==> src/hdl/assert_macros.svh <==
// ============================================================================
// Assertion macros
// Shared concurrent assertion forms for the pair distance histogram RTL.
// ============================================================================
`ifndef ASSERT_MACROS_SVH
`define ASSERT_MACROS_SVH

// A property checked at every rising edge of aclk while out of reset.
`define PDH_ASSERT(label, prop, msg) \
    label: assert property (@(posedge aclk) disable iff (!aresetn) prop) \
        else $error(msg);

// An implication checked in the same cycle while out of reset.
`define PDH_ASSERT_IMP(label, ante, cons, msg) \
    label: assert property (@(posedge aclk) disable iff (!aresetn) (ante) |-> (cons)) \
        else $error(msg);

`endif

==> src/hdl/pdh_pkg.sv <==
// ============================================================================
// pdh_pkg
// Types, widths, codes and reset values shared by the pair distance
// histogram modules.
// ============================================================================
package pdh_pkg;

    // Field widths.
    localparam int COORD_W = 20;
    localparam int CLASS_W = 2;
    localparam int INDEX_W = 8;
    localparam int BINS_W  = 9;
    localparam int COUNT_W = 32;

    // Datapath widths: signed axis difference, squared distance, root.
    localparam int DIFF_W = 21;
    localparam int SQ_W   = 42;
    localparam int ROOT_W = 21;

    localparam int NUM_CLASSES      = 3;
    localparam int NUM_BINS_DEFAULT = 256;
    localparam int QUEUE_DEPTH      = 2;

    // Register port.
    localparam int PADDR_W   = 4;
    localparam int PDATA_W   = 32;
    localparam int REG_IDX_W = 2;

    localparam logic [REG_IDX_W-1:0] REG_BOX_LENGTH  = 2'd0;
    localparam logic [REG_IDX_W-1:0] REG_BIN_WIDTH   = 2'd1;
    localparam logic [REG_IDX_W-1:0] REG_BINS_IN_USE = 2'd2;

    localparam logic [COORD_W-1:0] BOX_LENGTH_RESET  = 20'hFFFFF;
    localparam logic [COORD_W-1:0] BIN_WIDTH_RESET   = 20'd2048;
    localparam logic [BINS_W-1:0]  BINS_IN_USE_RESET = 9'd256;

    localparam logic [COORD_W-1:0] BIN_INDEX_MAX = 20'hFFFFF;
    localparam logic [COUNT_W-1:0] COUNT_MAX     = 32'hFFFFFFFF;

    // Item function codes.
    localparam logic FUNC_ACCUMULATE = 1'b0;
    localparam logic FUNC_READ       = 1'b1;

    // Pair classes.
    localparam logic [CLASS_W-1:0] CLASS_AA = 2'd0;
    localparam logic [CLASS_W-1:0] CLASS_BB = 2'd1;
    localparam logic [CLASS_W-1:0] CLASS_AB = 2'd2;

    typedef struct packed {
        logic               func;
        logic [CLASS_W-1:0] pair_class;
        logic [COORD_W-1:0] first_x;
        logic [COORD_W-1:0] first_y;
        logic [COORD_W-1:0] first_z;
        logic [COORD_W-1:0] second_x;
        logic [COORD_W-1:0] second_y;
        logic [COORD_W-1:0] second_z;
        logic [INDEX_W-1:0] read_index;
    } in_item_t;

    typedef struct packed {
        logic [COORD_W-1:0] bin_index;
        logic               counted;
        logic [COUNT_W-1:0] bin_count;
    } out_item_t;

    typedef struct packed {
        logic [COORD_W-1:0] box_length;
        logic [COORD_W-1:0] bin_width;
        logic [BINS_W-1:0]  bins_in_use;
    } cfg_t;

    // What the histogram side has to do for one item.
    typedef enum logic [1:0] {
        CMD_NONE = 2'd0,
        CMD_ACC  = 2'd1,
        CMD_READ = 2'd2
    } cmd_kind_t;

    typedef struct packed {
        cmd_kind_t          kind;
        logic [CLASS_W-1:0] pair_class;
        logic [COORD_W-1:0] bin_index;
    } cmd_t;

endpackage

==> src/hdl/pdh_queue.sv <==
// ============================================================================
// pdh_queue
// Short command queue between the distance front end and the histogram
// back end.
// ============================================================================
`include "assert_macros.svh"

module pdh_queue (
    input  logic          aclk,
    input  logic          aresetn,
    input  logic          push_valid,
    output logic          push_ready,
    input  pdh_pkg::cmd_t push_cmd,
    output logic          pop_valid,
    input  logic          pop_ready,
    output pdh_pkg::cmd_t pop_cmd
);

    localparam int DEPTH = pdh_pkg::QUEUE_DEPTH;
    localparam int PTR_W = (DEPTH > 1) ? $clog2(DEPTH) : 1;
    localparam int CNT_W = $clog2(DEPTH + 1);

    localparam logic [PTR_W-1:0] PTR_LAST = PTR_W'(DEPTH - 1);
    localparam logic [CNT_W-1:0] CNT_FULL = CNT_W'(DEPTH);

    pdh_pkg::cmd_t    slot_reg [DEPTH];
    logic [PTR_W-1:0] wr_ptr_reg, rd_ptr_reg;
    logic [CNT_W-1:0] count_reg;
    logic             do_push, do_pop;

    assign push_ready = (count_reg != CNT_FULL);
    assign pop_valid  = (count_reg != '0);
    assign pop_cmd    = slot_reg[rd_ptr_reg];
    assign do_push    = push_valid && push_ready;
    assign do_pop     = pop_valid && pop_ready;

    // Pointers and fill count.
    always_ff @(posedge aclk) begin
        if (!aresetn) begin
            wr_ptr_reg <= '0;
            rd_ptr_reg <= '0;
            count_reg  <= '0;
        end else begin
            if (do_push) begin
                wr_ptr_reg <= (wr_ptr_reg == PTR_LAST) ? '0 : (wr_ptr_reg + PTR_W'(1));
            end
            if (do_pop) begin
                rd_ptr_reg <= (rd_ptr_reg == PTR_LAST) ? '0 : (rd_ptr_reg + PTR_W'(1));
            end
            if (do_push && !do_pop) begin
                count_reg <= count_reg + CNT_W'(1);
            end else if (do_pop && !do_push) begin
                count_reg <= count_reg - CNT_W'(1);
            end
        end
    end

    // Command storage.
    always_ff @(posedge aclk) begin
        if (do_push) begin
            slot_reg[wr_ptr_reg] <= push_cmd;
        end
    end

    // A command pushed into an empty queue is offered in the next cycle.
    `PDH_ASSERT(a_push_visible,
        (do_push && count_reg == '0) |=> pop_valid,
        "pushed command not visible at the queue head")

endmodule

==> config.mk <==
export PLATFORM = sky130hd
export DESIGN_NAME = pdh_queue
export DESIGN_NICKNAME = d
export VERILOG_FILES = /design/src/hdl/pdh_pkg.sv /design/src/hdl/pdh_queue.sv
export VERILOG_INCLUDE_DIRS = /design/src /design/src/hdl
export SDC_FILE = /design/constraint.sdc
export NUM_CORES = 1
export LEC_CHECK = 0
export BUFFER_PORTS_ARGS = -buffer_cell sky130_fd_sc_hd__buf_4
export CAP_MARGIN = 10
export CORE_MARGIN = 3
export CORE_UTILIZATION = 29
export CTS_CLUSTER_DIAMETER = 30
export DETAILED_ROUTE_END_ITERATION = 16
export GPL_ROUTABILITY_DRIVEN = 1
export SYNTH_ARGS = -nofsm -noshare
export SYNTH_HDL_FRONTEND = slang
export SYNTH_SLANG_ARGS = --single-unit
==> constraint.sdc <==
create_clock -name aclk -period 2.1 [get_ports aclk]
set_input_delay 0.42 -clock aclk [delete_from_list [all_inputs] [get_ports aclk]]
set_output_delay 0.42 -clock aclk [all_outputs]
set_load 0.01 [all_outputs]
After elaboration in Yosys (flattened, before gate mapping)
Memory sizes are Yosys's and may differ from the RTL's. A register that Yosys moved wholly into a read port is not among the register bits.
Index checks and enable logic that the tools add are counted.
W data, S select, Z words.
{"block": "word_totals", "reg_bits": 4, "latch_bits": 0, "out_inout_bits": 26, "rom_bits": 0, "word_cells": 25, "mem_bits_rw": 48, "in_bits": 28, "n_memories": 1}
{"memory": "slot_reg", "words": 2, "width": 24, "rd": 1, "rd_ports_with_merged_regs": 1, "wr": 1, "line": "pdh_queue.sv:26", "text": "pdh_pkg::cmd_t slot_reg [DEPTH];"}
{"block": "op_classes", "n_bitwise": 0, "n_mux": 8, "n_reduce_logical": 8, "mul": 0, "n_addsub": 4, "div": 0, "shift": 0, "n_eq_ne": 1, "n_lt_le_gt_ge": 0}
{"op": "$mux W1", "n": 6}
{"op": "$logic_and A1 B1 Y1", "n": 4}
{"op": "$mux W2", "n": 2}
{"op": "$reduce_bool A2 Y1", "n": 2}
{"op": "$add A1 B1 Y1 const B", "n": 2}
{"op": "$add A2 B1 Y2 const B", "n": 1}
{"op": "$logic_not A1 Y1", "n": 2}
{"op": "$ne A2 B2 Y1 const B", "n": 1}
{"op": "$sub A2 B1 Y2 const B", "n": 1}

Depth between registers and ports, before layout
{"block": "depth", "depth_word": 6, "ltp_mapped": 6, "mapped_depth_nobuf": 6}

Worst setup path before layout
Ideal clock, no wire load.
{"block": "synth_path", "path_type": "reg-to-reg", "start": "register count_reg[0]", "end": "memory slot_reg[1][0] (netlist name) (enable)", "t_required_ps": 1717, "path_slack_ps": 488, "arrival_ps": 1229, "path_buffers": 0, "stages_incl_launch_ff": 3, "setup_time_ps": 383, "synth_period_minus_slack_ps": 1612, "cell_sequence": "dfxtp_1 > nand2b_4 > and3_1"}
{"block": "synth_between", "elab_chain_cells": 4}
{"element": "from (decl)", "line": "pdh_queue.sv:28", "text": "logic [CNT_W-1:0] count_reg;"}
{"element": "from (signal assigned)", "line": "pdh_queue.sv:51", "text": "count_reg <= count_reg + CNT_W'(1);"}
{"element": "from (signal assigned)", "line": "pdh_queue.sv:53", "text": "count_reg <= count_reg - CNT_W'(1);"}
{"element": "$ne A2 B2 Y1", "line": "pdh_queue.sv:31", "text": "assign push_ready = (count_reg != CNT_FULL);"}
{"element": "net push_ready", "line": "pdh_queue.sv:12", "text": "output logic push_ready,"}
{"element": "$logic_and A1 B1 Y1", "line": "pdh_queue.sv:34", "text": "assign do_push = push_valid && push_ready;"}
{"element": "$mux W1", "line": "pdh_queue.sv:60", "text": "if (do_push) begin"}
{"element": "$mux W1 (implied by the code)", "line": "pdh_queue.sv:61", "text": "slot_reg[wr_ptr_reg] <= push_cmd;"}
{"element": "to (decl)", "line": "pdh_queue.sv:26"}
The timed path passes the listed nets, and every way through them passes these cells.

==> results by group <==
Critical path
  – Crit path largest cell delay: 0.36 ns
  – WP data arrival: 1.37 ns
  – Crit Path Max Fanout: 15
  – Worst path required time: 1.68 ns
  – Worst setup SP type: flip-flop
  – CP endpoint kind: primary output
  – Slowest CP cell: mux2_2
  – Crit-path cells: buf_4 > mux2_2 > buf_4
  – Critical path class: flip-flop to primary output
  – Cell mode on critical path: buf_4

Die
  – Die width: 88.4 um
  – Initial Util: 30.5%
  – I/O Pins: 54
  – Core Region: 6460 um^2
  – Chip height: 88.4 um
  – FP Rows: 29
  – Die area: 7820 um^2

Finish
  – Layout cells sized above 1: between 50 and 60%
  – Ant. Diodes: 0
  – Max reg flops: 48
  – Layout Nets: about 190
  – Syn-to-layout area delta: 31.9%

Synthesis
  – Synth top area share: ~73%
  – Yosys Warn Count: 0
  – Seq cells post-synth: between 50 and 60
  – Synthesized area per cell: slightly below 20 um^2
  – Largest area contributor in the netlist: edfxtp_1
  – Top FF cell, synth: edfxtp_1
  – Synth top area cells: edfxtp_1, mux2_2, dfxtp_1
  – Post-synth EDFFs: 48
  – Commonest cells post-synth: edfxtp_1, mux2_2, dfxtp_1
  – Mapped cell area: 1970 um^2
  – Register area share after synthesis: 78.3%
  – Mapped Nets: 128
  – Syn Inst Count: 99
  – Most numerous cell in the Yosys netlist: edfxtp_1
  – Cell variety after synth: 19
  – Post-synthesis async set-or-reset flop share: 0%

Run status
  – Status: completed

Timing
  – Final setup fails: 0
  – Setup WS post-layout: 0.310 ns
  – Final Hold Fails: 0
  – Unrepaired setup endpoints after global routing: no
  – Final worst path period share: 85.3%
  – Worst-Margin Slew: 0.217 ns
  – Top achievable clock speed: 559 MHz
  – Rel. slew slack: 85.4%
  – Max-slew violations: 0
  – Skew final: 0.00559 ns
  – Min Tclk post-route: ~1.8 ns
  – Post-route setup TNS: 0 ns

Placement
  – RePlAce Congestion: 0.630
  – Port Buf Inserts: 53
  – Dpl hpwl: 2670 um
  – Dpl ws: 0.496 ns

Power
  – Static Leak: 0.981 nW
  – Max VDD drop: 0.000572 V
  – Power per Cell Area: ~1100 nW/um^2

Global routing
  – Grt ovf: 0
  – Initial antenna violation count: 0
  – First-pass GRT wire length: about 5500 um
  – Largest net degree at the start of global routing: 16
  – Vias in the first global route: roughly 1,100
  – GR Util All Layers: 9.64%

Detailed routing
  – Avg WL per Cell: between 15 and 20 um
  – DR pass1 iterations: 4
  – Remaining antenna violation count: 0
  – Via count: about 1,000
  – Via density: around 4.4
  – First DRT Iteration DRCs: 24
  – Total wire length: 3620 um
  – Remaining DRCs: 0

Hold path
  – HP Class: input port to flip-flop

Clock network
  – Cts bufs inserted: 5
  – CTS Root Cell: clkbuf_8
  – Clock-pin slew on the worst setup and hold paths: 0.09 ns
  – Post-CTS setup buffers: 0
  – Worst-Skew Late Latency: 0.29 ns
  – Post-CTS Hold Fix Bufs: 0
  – PostCTS Resize Cnt: 0
  – H-tree depth: 2
  – Max Buffers Root-to-Sink: 2
  – CTS tree: done
  – CTS sink cnt: 53

Run
  – Max-Cap Viols: 0
-- per-stage QoR --
step                instance area, um^2  hold slack [ns]  total power (W)  cells  util (%)
finish                             2600            0.302          0.00293    239      40.2
global route                       2600            0.278          0.00310    239      40.2
CTS                                2600            0.285          0.00299    239      40.2
detailed placement                 2490            0.596          0.00233    232      38.6
global placement                   2490            0.523          0.00228    232      38.6
floorplan                          1970            0.512          0.00190     99         -
-- final timing paths --
kind                            slack, ns                       from  cells after the start                        end
worst max-delay path                 0.31                  flip-flop                      3                pop_cmd[16]
worst min register to register       0.61    rd_ptr_reg$_SDFFE_PN0P_                      2                  flip-flop
worst min-delay path                 0.30                push_cmd[3]                      1   slot_reg[1][3]$_DFFE_PP_
worst max register to register       0.48  count_reg[0]$_SDFFE_PN0P_                      5  count_reg[1]$_SDFFE_PN0P_
-- area by class of cell --
| class | count | area [um^2] |
|---|---|---|
| Tap cell | 77 | 96.3 |
| Clock buffer | 5 | 68.8 |
| Fill cell | 593 | 3860 |
| Inverter | 1 | 3.75 |
| Sequential cell | 53 | 1540 |
| Timing Repair Buffer | 59 | 443 |
| Multi-Input combinational cell | 42 | 409 |
| Clock inverter | 2 | 35.0 |
-- cells in the final DEF, fill, tap and decap left out, types with 2 or more instances in the layout --
| cell | Yosys | final |
|---|---|---|
| and2_1 | 4 | 4 |
| buf_4 | 0 | 59 |
| clkbuf_8 | 0 | 5 |
| dfxtp_1 | 5 | 5 |
| edfxtp_1 | 48 | 48 |
| mux2_2 | 24 | 24 |
| xnor2_1 | 2 | 2 |
-- critical path, delay by kind of cell, from the launching register on --
kind	cells	cell delay, ns
multiplexers	1	0.36
buffers and inverters	2	0.38
flip-flops	1	0.34
-- report_power, final --
group,switching [W],internal (W)
Combinational,0.000405,0.000496
Clock,0.000301,0.000347
Sequential,0.0000570,0.00132
Total,0.000762,0.00216
-- routing by layer --
metal | vias to the layer above | GRT usage (%) | wire length [um]
met3 | 6 | 3.72 | 240
met5 | - | 0 | 0
met2 | 33 | 16.0 | 1910
li1 | 498 | - | -
met4 | 0 | 3.98 | 52
met1 | 509 | 11.1 | 1420
-- cells by family (layout without fill, tap and decap cells) --
| group | after synthesis | count (layout) | share of synthesized area [%] |
|---|---|---|---|
| AOI/OAI and AO/OA | 5 | 5 | 1.78 |
| DFF | 53 | 53 | 78.3 |
| and+or+nand+nor | 9 | 9 | 3.30 |
| buffers and inverters | 4 | 67 | 0.953 |
| muxes | 24 | 24 | 13.7 |
| xor gates and xnor gates | 3 | 3 | 1.33 |
| adders and majority gates | 1 | 1 | 0.635 |
(Power assumes the default switching activity.)
