===== config.mk =====
export PLATFORM = sky130hd
export DESIGN_NAME = pdh_front
export DESIGN_NICKNAME = d
export VERILOG_FILES = /design/src/hdl/pdh_pkg.sv /design/src/hdl/pdh_front.sv
export VERILOG_INCLUDE_DIRS = /design/src /design/src/hdl
export SDC_FILE = /design/constraint.sdc
export NUM_CORES = 2
export LEC_CHECK = 0
export BUFFER_PORTS_ARGS = -buffer_cell sky130_fd_sc_hd__buf_4
export CORE_MARGIN = 8
export CORE_UTILIZATION = 50
export CTS_CLUSTER_SIZE = 24
export DETAILED_ROUTE_END_ITERATION = 8
export PLACE_DENSITY_LB_ADDON = 0.25
export SKIP_LAST_GASP = 1
export SLEW_MARGIN = 20
export SYNTH_ARGS = -nofsm -noshare
export SYNTH_HDL_FRONTEND = slang
export SYNTH_SLANG_ARGS = --single-unit

===== constraint.sdc =====
create_clock -name aclk -period 7.9 [get_ports aclk]
set_input_delay 0.79 -clock aclk [delete_from_list [all_inputs] [get_ports aclk]]
set_output_delay 0.79 -clock aclk [all_outputs]
set_load 0.05 [all_outputs]

===== src/hdl/assert_macros.svh =====
// ============================================================================
// Assertion macros
// Shared concurrent assertion forms for the pair distance histogram RTL.
// ============================================================================
`ifndef ASSERT_MACROS_SVH
`define ASSERT_MACROS_SVH

// A property checked at every rising edge of aclk while out of reset.
`define PDH_ASSERT(label, prop, msg) \
    label: assert property (@(posedge aclk) disable iff (!aresetn) prop) \
        else $error(msg);

// An implication checked in the same cycle while out of reset.
`define PDH_ASSERT_IMP(label, ante, cons, msg) \
    label: assert property (@(posedge aclk) disable iff (!aresetn) (ante) |-> (cons)) \
        else $error(msg);

`endif


===== src/hdl/pdh_pkg.sv =====
// ============================================================================
// pdh_pkg
// Types, widths, codes and reset values shared by the pair distance
// histogram modules.
// ============================================================================
package pdh_pkg;

    // Field widths.
    localparam int COORD_W = 20;
    localparam int CLASS_W = 2;
    localparam int INDEX_W = 8;
    localparam int BINS_W  = 9;
    localparam int COUNT_W = 32;

    // Datapath widths: signed axis difference, squared distance, root.
    localparam int DIFF_W = 21;
    localparam int SQ_W   = 42;
    localparam int ROOT_W = 21;

    localparam int NUM_CLASSES      = 3;
    localparam int NUM_BINS_DEFAULT = 256;
    localparam int QUEUE_DEPTH      = 2;

    // Register port.
    localparam int PADDR_W   = 4;
    localparam int PDATA_W   = 32;
    localparam int REG_IDX_W = 2;

    localparam logic [REG_IDX_W-1:0] REG_BOX_LENGTH  = 2'd0;
    localparam logic [REG_IDX_W-1:0] REG_BIN_WIDTH   = 2'd1;
    localparam logic [REG_IDX_W-1:0] REG_BINS_IN_USE = 2'd2;

    localparam logic [COORD_W-1:0] BOX_LENGTH_RESET  = 20'hFFFFF;
    localparam logic [COORD_W-1:0] BIN_WIDTH_RESET   = 20'd2048;
    localparam logic [BINS_W-1:0]  BINS_IN_USE_RESET = 9'd256;

    localparam logic [COORD_W-1:0] BIN_INDEX_MAX = 20'hFFFFF;
    localparam logic [COUNT_W-1:0] COUNT_MAX     = 32'hFFFFFFFF;

    // Item function codes.
    localparam logic FUNC_ACCUMULATE = 1'b0;
    localparam logic FUNC_READ       = 1'b1;

    // Pair classes.
    localparam logic [CLASS_W-1:0] CLASS_AA = 2'd0;
    localparam logic [CLASS_W-1:0] CLASS_BB = 2'd1;
    localparam logic [CLASS_W-1:0] CLASS_AB = 2'd2;

    typedef struct packed {
        logic               func;
        logic [CLASS_W-1:0] pair_class;
        logic [COORD_W-1:0] first_x;
        logic [COORD_W-1:0] first_y;
        logic [COORD_W-1:0] first_z;
        logic [COORD_W-1:0] second_x;
        logic [COORD_W-1:0] second_y;
        logic [COORD_W-1:0] second_z;
        logic [INDEX_W-1:0] read_index;
    } in_item_t;

    typedef struct packed {
        logic [COORD_W-1:0] bin_index;
        logic               counted;
        logic [COUNT_W-1:0] bin_count;
    } out_item_t;

    typedef struct packed {
        logic [COORD_W-1:0] box_length;
        logic [COORD_W-1:0] bin_width;
        logic [BINS_W-1:0]  bins_in_use;
    } cfg_t;

    // What the histogram side has to do for one item.
    typedef enum logic [1:0] {
        CMD_NONE = 2'd0,
        CMD_ACC  = 2'd1,
        CMD_READ = 2'd2
    } cmd_kind_t;

    typedef struct packed {
        cmd_kind_t          kind;
        logic [CLASS_W-1:0] pair_class;
        logic [COORD_W-1:0] bin_index;
    } cmd_t;

endpackage


===== src/hdl/pdh_front.sv =====
// ============================================================================
// pdh_front
// Accepts items, computes for accumulate items the minimum-image distance,
// its integer square root and the bin, and classifies each item into a histogram command.
// ============================================================================
`include "assert_macros.svh"

module pdh_front #(
    parameter int NUM_BINS = pdh_pkg::NUM_BINS_DEFAULT
) (
    input  logic             aclk,
    input  logic             aresetn,
    input  logic             hold,
    input  pdh_pkg::cfg_t    cfg,
    input  logic             s_valid,
    output logic             s_ready,
    input  pdh_pkg::in_item_t s_item,
    output logic             push_valid,
    input  logic             push_ready,
    output pdh_pkg::cmd_t    push_cmd
);

    localparam int DIFF_W  = pdh_pkg::DIFF_W;
    localparam int SQ_W    = pdh_pkg::SQ_W;
    localparam int QUO_W   = pdh_pkg::ROOT_W;
    localparam int COORD_W = pdh_pkg::COORD_W;
    localparam int STEP_W  = $clog2(QUO_W);

    localparam logic [STEP_W-1:0] SQR_LAST      = STEP_W'(3);
    localparam logic [STEP_W-1:0] DIV_LAST      = STEP_W'(QUO_W - 1);
    localparam logic [SQ_W-1:0]   ROOT_BIT_INIT = SQ_W'(1) << (SQ_W - 2);
    localparam logic [QUO_W-1:0]  NUM_BINS_Q    = QUO_W'(NUM_BINS);

    typedef enum logic [5:0] {
        F_IDLE = 6'b000001,
        F_WRAP = 6'b000010,
        F_SQR  = 6'b000100,
        F_ROOT = 6'b001000,
        F_DIV  = 6'b010000,
        F_PUSH = 6'b100000
    } front_state_t;

    front_state_t state_reg, state_next;

    pdh_pkg::in_item_t        item_reg;
    logic signed [DIFF_W-1:0] diff_reg [3];
    logic signed [DIFF_W-1:0] wrap_reg [3];
    logic [SQ_W-1:0]          sq_reg;
    logic [SQ_W-1:0]          d2_reg;
    logic [SQ_W-1:0]          res_reg;
    logic [SQ_W-1:0]          bit_reg;
    logic [QUO_W-1:0]         num_reg;
    logic [COORD_W-1:0]       rem_reg;
    logic [STEP_W-1:0]        step_reg;

    logic signed [DIFF_W-1:0] in_diff  [3];
    logic signed [DIFF_W-1:0] wrap_val [3];
    logic signed [SQ_W-1:0]   prod;
    logic [SQ_W-1:0]          trial;
    logic                     root_ge;
    logic [SQ_W-1:0]          res_next;
    logic [COORD_W-1:0]       div_w;
    logic [QUO_W-1:0]         div_trial;
    logic [QUO_W-1:0]         div_sub;
    logic                     div_ge;
    logic [COORD_W-1:0]       rem_next;
    logic                     cls_ok;

    assign s_ready    = (state_reg == F_IDLE) && !hold;
    assign push_valid = (state_reg == F_PUSH);

    // Per-axis differences of the incoming item.
    always_comb begin
        in_diff[0] = $signed({1'b0, s_item.second_x}) - $signed({1'b0, s_item.first_x});
        in_diff[1] = $signed({1'b0, s_item.second_y}) - $signed({1'b0, s_item.first_y});
        in_diff[2] = $signed({1'b0, s_item.second_z}) - $signed({1'b0, s_item.first_z});
    end

    // Minimum-image correction: at most one shift by the box edge per axis.
    always_comb begin
        logic signed [DIFF_W:0] len_s;
        logic signed [DIFF_W:0] twice;
        logic signed [DIFF_W:0] wide_d;
        logic signed [DIFF_W:0] shifted;
        len_s = $signed({2'b00, cfg.box_length});
        for (int k = 0; k < 3; k++) begin
            wide_d = {diff_reg[k][DIFF_W-1], diff_reg[k]};
            twice  = {diff_reg[k], 1'b0};
            if (twice > len_s) begin
                shifted = wide_d - len_s;
            end else if (twice < -len_s) begin
                shifted = wide_d + len_s;
            end else begin
                shifted = wide_d;
            end
            wrap_val[k] = shifted[DIFF_W-1:0];
        end
    end

    // One shared squarer, fed from the head of the axis shift line.
    assign prod = wrap_reg[0] * wrap_reg[0];

    // One step of the digit-by-digit square root.
    always_comb begin
        trial    = res_reg + bit_reg;
        root_ge  = (d2_reg >= trial);
        res_next = root_ge ? ((res_reg >> 1) + bit_reg) : (res_reg >> 1);
    end

    // One step of the restoring division by the bin width.
    always_comb begin
        div_w     = (cfg.bin_width == '0) ? COORD_W'(1) : cfg.bin_width;
        div_trial = {rem_reg, num_reg[QUO_W-1]};
        div_sub   = div_trial - {1'b0, div_w};
        div_ge    = (div_trial >= {1'b0, div_w});
        rem_next  = div_ge ? div_sub[COORD_W-1:0] : div_trial[COORD_W-1:0];
    end

    // Classify the finished item into a histogram command.
    always_comb begin
        cls_ok = (item_reg.pair_class < pdh_pkg::CLASS_W'(pdh_pkg::NUM_CLASSES));
        push_cmd.pair_class = item_reg.pair_class;
        if (item_reg.func == pdh_pkg::FUNC_READ) begin
            push_cmd.bin_index = COORD_W'(item_reg.read_index);
            push_cmd.kind = (cls_ok && (QUO_W'(item_reg.read_index) < NUM_BINS_Q)) ?
                            pdh_pkg::CMD_READ : pdh_pkg::CMD_NONE;
        end else begin
            push_cmd.bin_index = (num_reg > QUO_W'(pdh_pkg::BIN_INDEX_MAX)) ?
                                 pdh_pkg::BIN_INDEX_MAX : num_reg[COORD_W-1:0];
            push_cmd.kind = (cls_ok && (num_reg < QUO_W'(cfg.bins_in_use)) &&
                             (num_reg < NUM_BINS_Q)) ? pdh_pkg::CMD_ACC : pdh_pkg::CMD_NONE;
        end
    end

    // Sequencer.
    always_comb begin
        state_next = state_reg;
        case (state_reg)
            F_IDLE: if (s_valid && s_ready) begin
                state_next = (s_item.func == pdh_pkg::FUNC_READ) ? F_PUSH : F_WRAP;
            end
            F_WRAP: state_next = F_SQR;
            F_SQR: if (step_reg == SQR_LAST) begin
                state_next = F_ROOT;
            end
            F_ROOT: if (bit_reg[0]) begin
                state_next = F_DIV;
            end
            F_DIV: if (step_reg == DIV_LAST) begin
                state_next = F_PUSH;
            end
            F_PUSH: if (push_ready) begin
                state_next = F_IDLE;
            end
            default: state_next = F_IDLE;
        endcase
    end

    always_ff @(posedge aclk) begin
        if (!aresetn) begin
            state_reg <= F_IDLE;
        end else begin
            state_reg <= state_next;
        end
    end

    // Datapath registers.
    always_ff @(posedge aclk) begin
        case (state_reg)
            F_IDLE: if (s_valid && s_ready) begin
                item_reg <= s_item;
                diff_reg <= in_diff;
            end
            F_WRAP: begin
                wrap_reg <= wrap_val;
                step_reg <= '0;
            end
            F_SQR: begin
                sq_reg      <= $unsigned(prod);
                wrap_reg[0] <= wrap_reg[1];
                wrap_reg[1] <= wrap_reg[2];
                d2_reg      <= (step_reg == '0) ? '0 : (d2_reg + sq_reg);
                step_reg    <= step_reg + STEP_W'(1);
                res_reg     <= '0;
                bit_reg     <= ROOT_BIT_INIT;
            end
            F_ROOT: begin
                if (root_ge) begin
                    d2_reg <= d2_reg - trial;
                end
                res_reg  <= res_next;
                bit_reg  <= bit_reg >> 2;
                num_reg  <= res_next[QUO_W-1:0];
                rem_reg  <= '0;
                step_reg <= '0;
            end
            F_DIV: begin
                num_reg  <= {num_reg[QUO_W-2:0], div_ge};
                rem_reg  <= rem_next;
                step_reg <= step_reg + STEP_W'(1);
            end
            default: ;
        endcase
    end

    // An accepted accumulate item always starts with the wrap step.
    `PDH_ASSERT(a_acc_starts_wrap,
        (s_valid && s_ready && s_item.func == pdh_pkg::FUNC_ACCUMULATE) |=> (state_reg == F_WRAP),
        "accumulate item did not enter the wrap step")

    // A counted bin must lie inside the histogram.
    `PDH_ASSERT_IMP(a_acc_bin_in_range,
        push_valid && push_cmd.kind == pdh_pkg::CMD_ACC,
        push_cmd.bin_index < COORD_W'(NUM_BINS),
        "accumulate command addresses a bin beyond the histogram")

endmodule


Word level (Yosys, flattened, before mapping):

Cells that the tools add are included.

* register bits: 357
* bits of input ports: 185
* output and inout port bits: 26
* word-level logic and storage cells: 106

* add/sub/neg operators: 16
* $mul: 1
* magnitude comparators: 12
* equal/unequal tests: 14
* mux-type cells: 30
* reductions and logical operators: 16

Operators with widths (number)
* $pmux W42 S2: 4
* $mux W21: 6
* $mux W42: 3
* $add A42 B42 Y42: 2
* $mux W20: 4
* $gt A22 B21 Y1: 3
* $lt A22 B22 Y1: 3
* $add A21 B21 Y21: 3
* $sub A20 B20 Y21: 3
* $sub A21 B21 Y21: 3
* $add A41 B42 Y42: 1
* $ge A42 B42 Y1: 1
* $mul A21 B21 Y42: 1
* $pmux W21 S2: 1
* $sub A42 B42 Y42: 1
* $pmux W20 S2: 1
* $mux W6: 6
* $pmux W6 S6: 1
* $neg A20 Y22: 1
* $ge A21 B20 Y1: 1
* $gt A21 B20 Y1 const B: 1
* $lt A21 B9 Y1: 1
* $lt A21 B9 Y1 const B: 1
* $logic_not A20 Y1: 1
* 23 further kinds: 36

Depth between registers and ports, before layout:

* word-level depth: 5
* depth in mapped cells: 29

Worst setup path before layout:

Ideal clock, no wire load.

* path kind: register -> register
* from: reg wrap_reg[46] in the netlist's numbering
* to: reg sq_reg[41] (data pin)
* data arrival time: 6.850 ns
* data required time: 7.640 ns
* path slack: 0.790 ns
* cell stages (with the launch flop): 29
* clock period less this slack: 7.110 ns
* path through: edfxtp_1 -> clkbuf_1 -> clkbuf_1 -> nand2_1 -> fa_1 -> inv_1 -> fa_1 -> inv_1 -> fa_1 -> inv_1 -> fa_1 -> inv_1 -> fa_1 -> inv_1 -> fa_1 -> inv_1 -> fa_1 -> inv_1 -> ha_1 -> o2111a_1 -> a31oi_1 -> a2111oi_1 -> or4_1 -> a21oi_2 -> or3_1 -> a31oi_1 -> o21a_1 -> nor2_1 -> xnor2_1

* longest elaborated chain between the ends: 1

Ends and longest elaborated chain
* start, declared: line pdh_front.sv:47 `logic signed [DIFF_W-1:0] wrap_reg [3];`
* start signal, assigned: line pdh_front.sv:175 `wrap_reg <= wrap_val;`
* $mul A21 B21 Y42: line pdh_front.sv:101 `assign prod = wrap_reg[0] * wrap_reg[0];`
* via prod[41]: line pdh_front.sv:58 `logic signed [SQ_W-1:0] prod;`
* end signal, assigned: line pdh_front.sv:179 `sq_reg <= $unsigned(prod);`
* end, declared: line pdh_front.sv:48 `logic [SQ_W-1:0] sq_reg;`

The timed path passes the listed nets, and every way through them passes these cells.
A chain may end at the register's enable or synchronous reset.

Worst setup path after layout:

* from: reg wrap_reg[58] in the netlist's numbering
* to: reg sq_reg[41] (data pin)

Same word-level chain as after synthesis.

==> flow_metrics.py <==
metrics = {
    "die": {
        "design.core.area_um2": 92910,
        "pin_count": 211,
        "die_y_um": 321.5,
        "dieArea_um2": 103400,
        "rows": 112,
        "die-width_um": 321.5,
        "start_util": 0.5024,
    },
    "detailed_routing": {
        "drt_iter0_markers": 2528,
        "routedWlPerCell_um": 19.14,
        "wirelength_mm": 127.3,
        "route.detailed.drc": 0,
        "vias": 37850,
        "ant_nets": 0,
        "routed_via_density": 5.691,
        "dr.pass1.iters": 5,
    },
    "critical_path": {
        "worst_r2r_endpoint": "sq_reg[41]$_DFFE_PP_",
        "reg2reg_depth": 26,
        "start_kind": "flip-flop",
        "crit_type": "flip-flop to flip-flop",
        "cp.required_ps": 8230,
        "crit_arrival_ps": 7980,
        "crit_fanout": 14,
        "reg2reg_slack_ps": 250,
        "r2r_start": "wrap_reg[58]$_DFFE_PP_",
        "endpoint_kind": "flip-flop",
    },
    "global_routing": {
        "grt_max_degree": 81,
        "track_usage": 0.2435,
        "gr-total-overflow": 0,
        "grt_pass1_wl_mm": 204.2,
        "antenna_found_initial": 2,
        "grt_pass1_vias": 38700,
    },
    "logic_synthesis": {
        "synth.mux.area_fraction": 0.004530,
        "synth.most_common_cell": "inv_1",
        "yosys_warnings": 0,
        "synthesis.nets": 6369,
        "synthCells": 5176,
        "synth_compound_area_frac": 0.1752,
        "postSynthAreaPerCell_um2": 9.018,
        "synth-seq-cells": 335,
        "netlist_top_cells_count": "747 x inv_1, 582 x ha_1, 426 x fa_1",
        "synth_cell_types": 97,
        "synth-simple-area-share": 0.1406,
        "synthTopCellsByArea": "edfxtp_1 21%, fa_1 18%, ha_1 16%",
        "synth_ff_type": "edfxtp_1",
        "synth_xor_area_frac": 0.05404,
        "ys_seq_area_frac": 0.2142,
        "netlist_area_um2": 46680,
        "synth_edf_count": 329,
        "synth.largest_area_cell": "edfxtp_1",
        "synth-adder-area-share": 0.3387,
        "synth_top_family_by_area": "adder cells",
        "yosysTopAreaCellShare": 0.2116,
        "async_flop_share": 0,
    },
    "layout": {
        "post-route-util": 0.5522,
        "stdcell_area_um2": 51300,
        "fin_nets": 6557,
        "area_growth_pct": 9.910,
        "drive_gt1_frac": 0.08136,
    },
    "place": {
        "gp_congestion": 0.9349,
        "postPlaceCellArea_um2": 49830,
        "post-dp-hpwl_mm": 103.9,
        "io_buffers": 210,
    },
    "sta": {
        "hold-worst-slack_ps": 379.1,
        "slew_viol_final": 0,
        "finalSetupViolCount": 0,
        "grt_setup_unrepaired": "true",
        "period_needed_ps": 7654,
        "worstMarginPinSlew_ps": 1099,
        "final_hold_viol_count": 0,
        "max_freq_ghz": 0.1306,
        "tns_ps": 0,
        "fin_crit_sh": 0.9689,
        "slew_headroom": 0.2648,
        "finalClockSkew_ps": 24.90,
    },
    "hold_path": {
        "min_path_type": "input port to flip-flop",
        "hold_end": "item_reg[6]$_DFFE_PP_",
        "whs_path_depth": 1,
        "min_from": "s_item[6]",
    },
    "cts": {
        "cts_tree": "yes",
        "cts-root-buf": "clkbuf_16",
        "cts_buffers": 43,
        "postCtsHoldBufs": 0,
        "clkTransAtPathRegs_ps": 60,
        "h-tree-depth": 2,
        "clock-sinks": 335,
        "insertion_delay_ps": 590,
        "cts_buffer_depth": 3,
    },
    "power": {
        "finalPower_mw": 18.29,
        "ir_worst_vdd_v": 0.0008396,
        "power.leakage_nw": 23.76,
        "powerDensity_nw_per_um2": 356.6,
    },
    "status": {
        "outcome": "finished clean",
    },
    "flow_run": {
        "drv_cap": 0,
    },
}
## layer usage
layer,wire length [um],track usage
met5,12,0
met4,5213,0.09168
met3,5500,0.02851
met2,64120,0.4378
met1,52480,0.2979
## power by group
part | switching (mW) | internal (mW)
logic | 7.71 | 5.68
registers | 0.138 | 2.73
clock network | 0.862 | 1.17
## kinds of logic (layout without fill, tap and decap cells)
| family | after synthesis | after routing |
|---|---|---|
| simple gates | 1374 | 1374 |
| xor+xnor | 288 | 288 |
| buf+inv | 898 | 1118 |
| flops | 335 | 335 |
| compound gates | 1252 | 1252 |
| mux | 21 | 21 |
| other cells | 0 | 1 |
| fa+ha+maj | 1008 | 1008 |
## worst max-delay path: stages, from the launching register on
cell and delay [ps]:
edfxtp_1 690, buf_4 280, nand2_1 100, inv_1 70
fa_1 480, inv_1 50, fa_1 500, fa_1 520
inv_1 60, fa_1 550, fa_1 430, fa_1 500
inv_1 50, fa_1 470, inv_1 40, ha_1 360
o21ai_0 110, nand2_1 80, nand4_1 180, a2111oi_2 570
or4_1 250, a21oi_2 100, or3_1 400, a31oi_1 250
o21a_1 140, nor2_1 40, xnor2_1 110
## worst max-delay path by stage
stage / from / endpoint / slack [ps] / depth (start not counted)
2_1_floorplan: wrap_reg[46]$_DFFE_PP_ / sq_reg[41]$_DFFE_PP_ / 790 / 28
3_3_place_gp: wrap_reg[58]$_DFFE_PP_ / sq_reg[41]$_DFFE_PP_ / 270 / 26
3_5_place_dp: wrap_reg[58]$_DFFE_PP_ / sq_reg[41]$_DFFE_PP_ / 200 / 26
4_1_cts: wrap_reg[58]$_DFFE_PP_ / sq_reg[41]$_DFFE_PP_ / 130 / 26
5_1_grt: wrap_reg[58]$_DFFE_PP_ / sq_reg[41]$_DFFE_PP_ / -4 / 25
6_report: wrap_reg[58]$_DFFE_PP_ / sq_reg[41]$_DFFE_PP_ / 250 / 26
## layout make-up
type / instances / area [um2]
Clock buffer: 48 / 1095
Antenna cell: 1 / 2.502
Clock inverter: 29 / 312.8
Tap cell: 1254 / 1569
Fill cell: 8456 / 41600
Timing Repair Buffer: 293 / 2200
Sequential cell: 335 / 10000
Multi-Input combinational cell: 3943 / 33320
Inverter: 748 / 2809
## repair_timing
action / in CTS / in global routing
setup buffers: 0 / 7
endpoints found under the setup margin: 0 / 3
gates resized for setup: 0 / 1
## metrics by stage
step                      cells  worst slack, ps
after floorplan            5176            790.2
after global placement     6566            267.5
after detailed placement   6566            199.6
after CTS                  6643            128.3
after global routing       6651           -3.699
final                      6651            245.9
## placed cells by master (no fill, tap or decap), types with 20 or more instances in the layout
cell type / instances
inv_1: 746
and3_1: 30
o22ai_1: 65
nor3_1: 71
o21bai_1: 45
a211oi_1: 46
o211ai_1: 21
edfxtp_1: 329
fa_1: 426
or3_1: 28
nor2b_1: 66
a21o_1: 127
a21oi_1: 313
and2_1: 104
o21ai_0: 268
xor2_1: 125
buf_4: 293
xnor2_1: 163
ha_1: 582
a31oi_1: 59
nor2_1: 417
o21a_1: 57
o31ai_1: 22
mux2i_1: 20
nand4_1: 47
nand2_1: 388
nand3_1: 57
or2_2: 20
clkbuf_16: 43
nand2b_1: 54
Power figures use the tool's default switching activity.
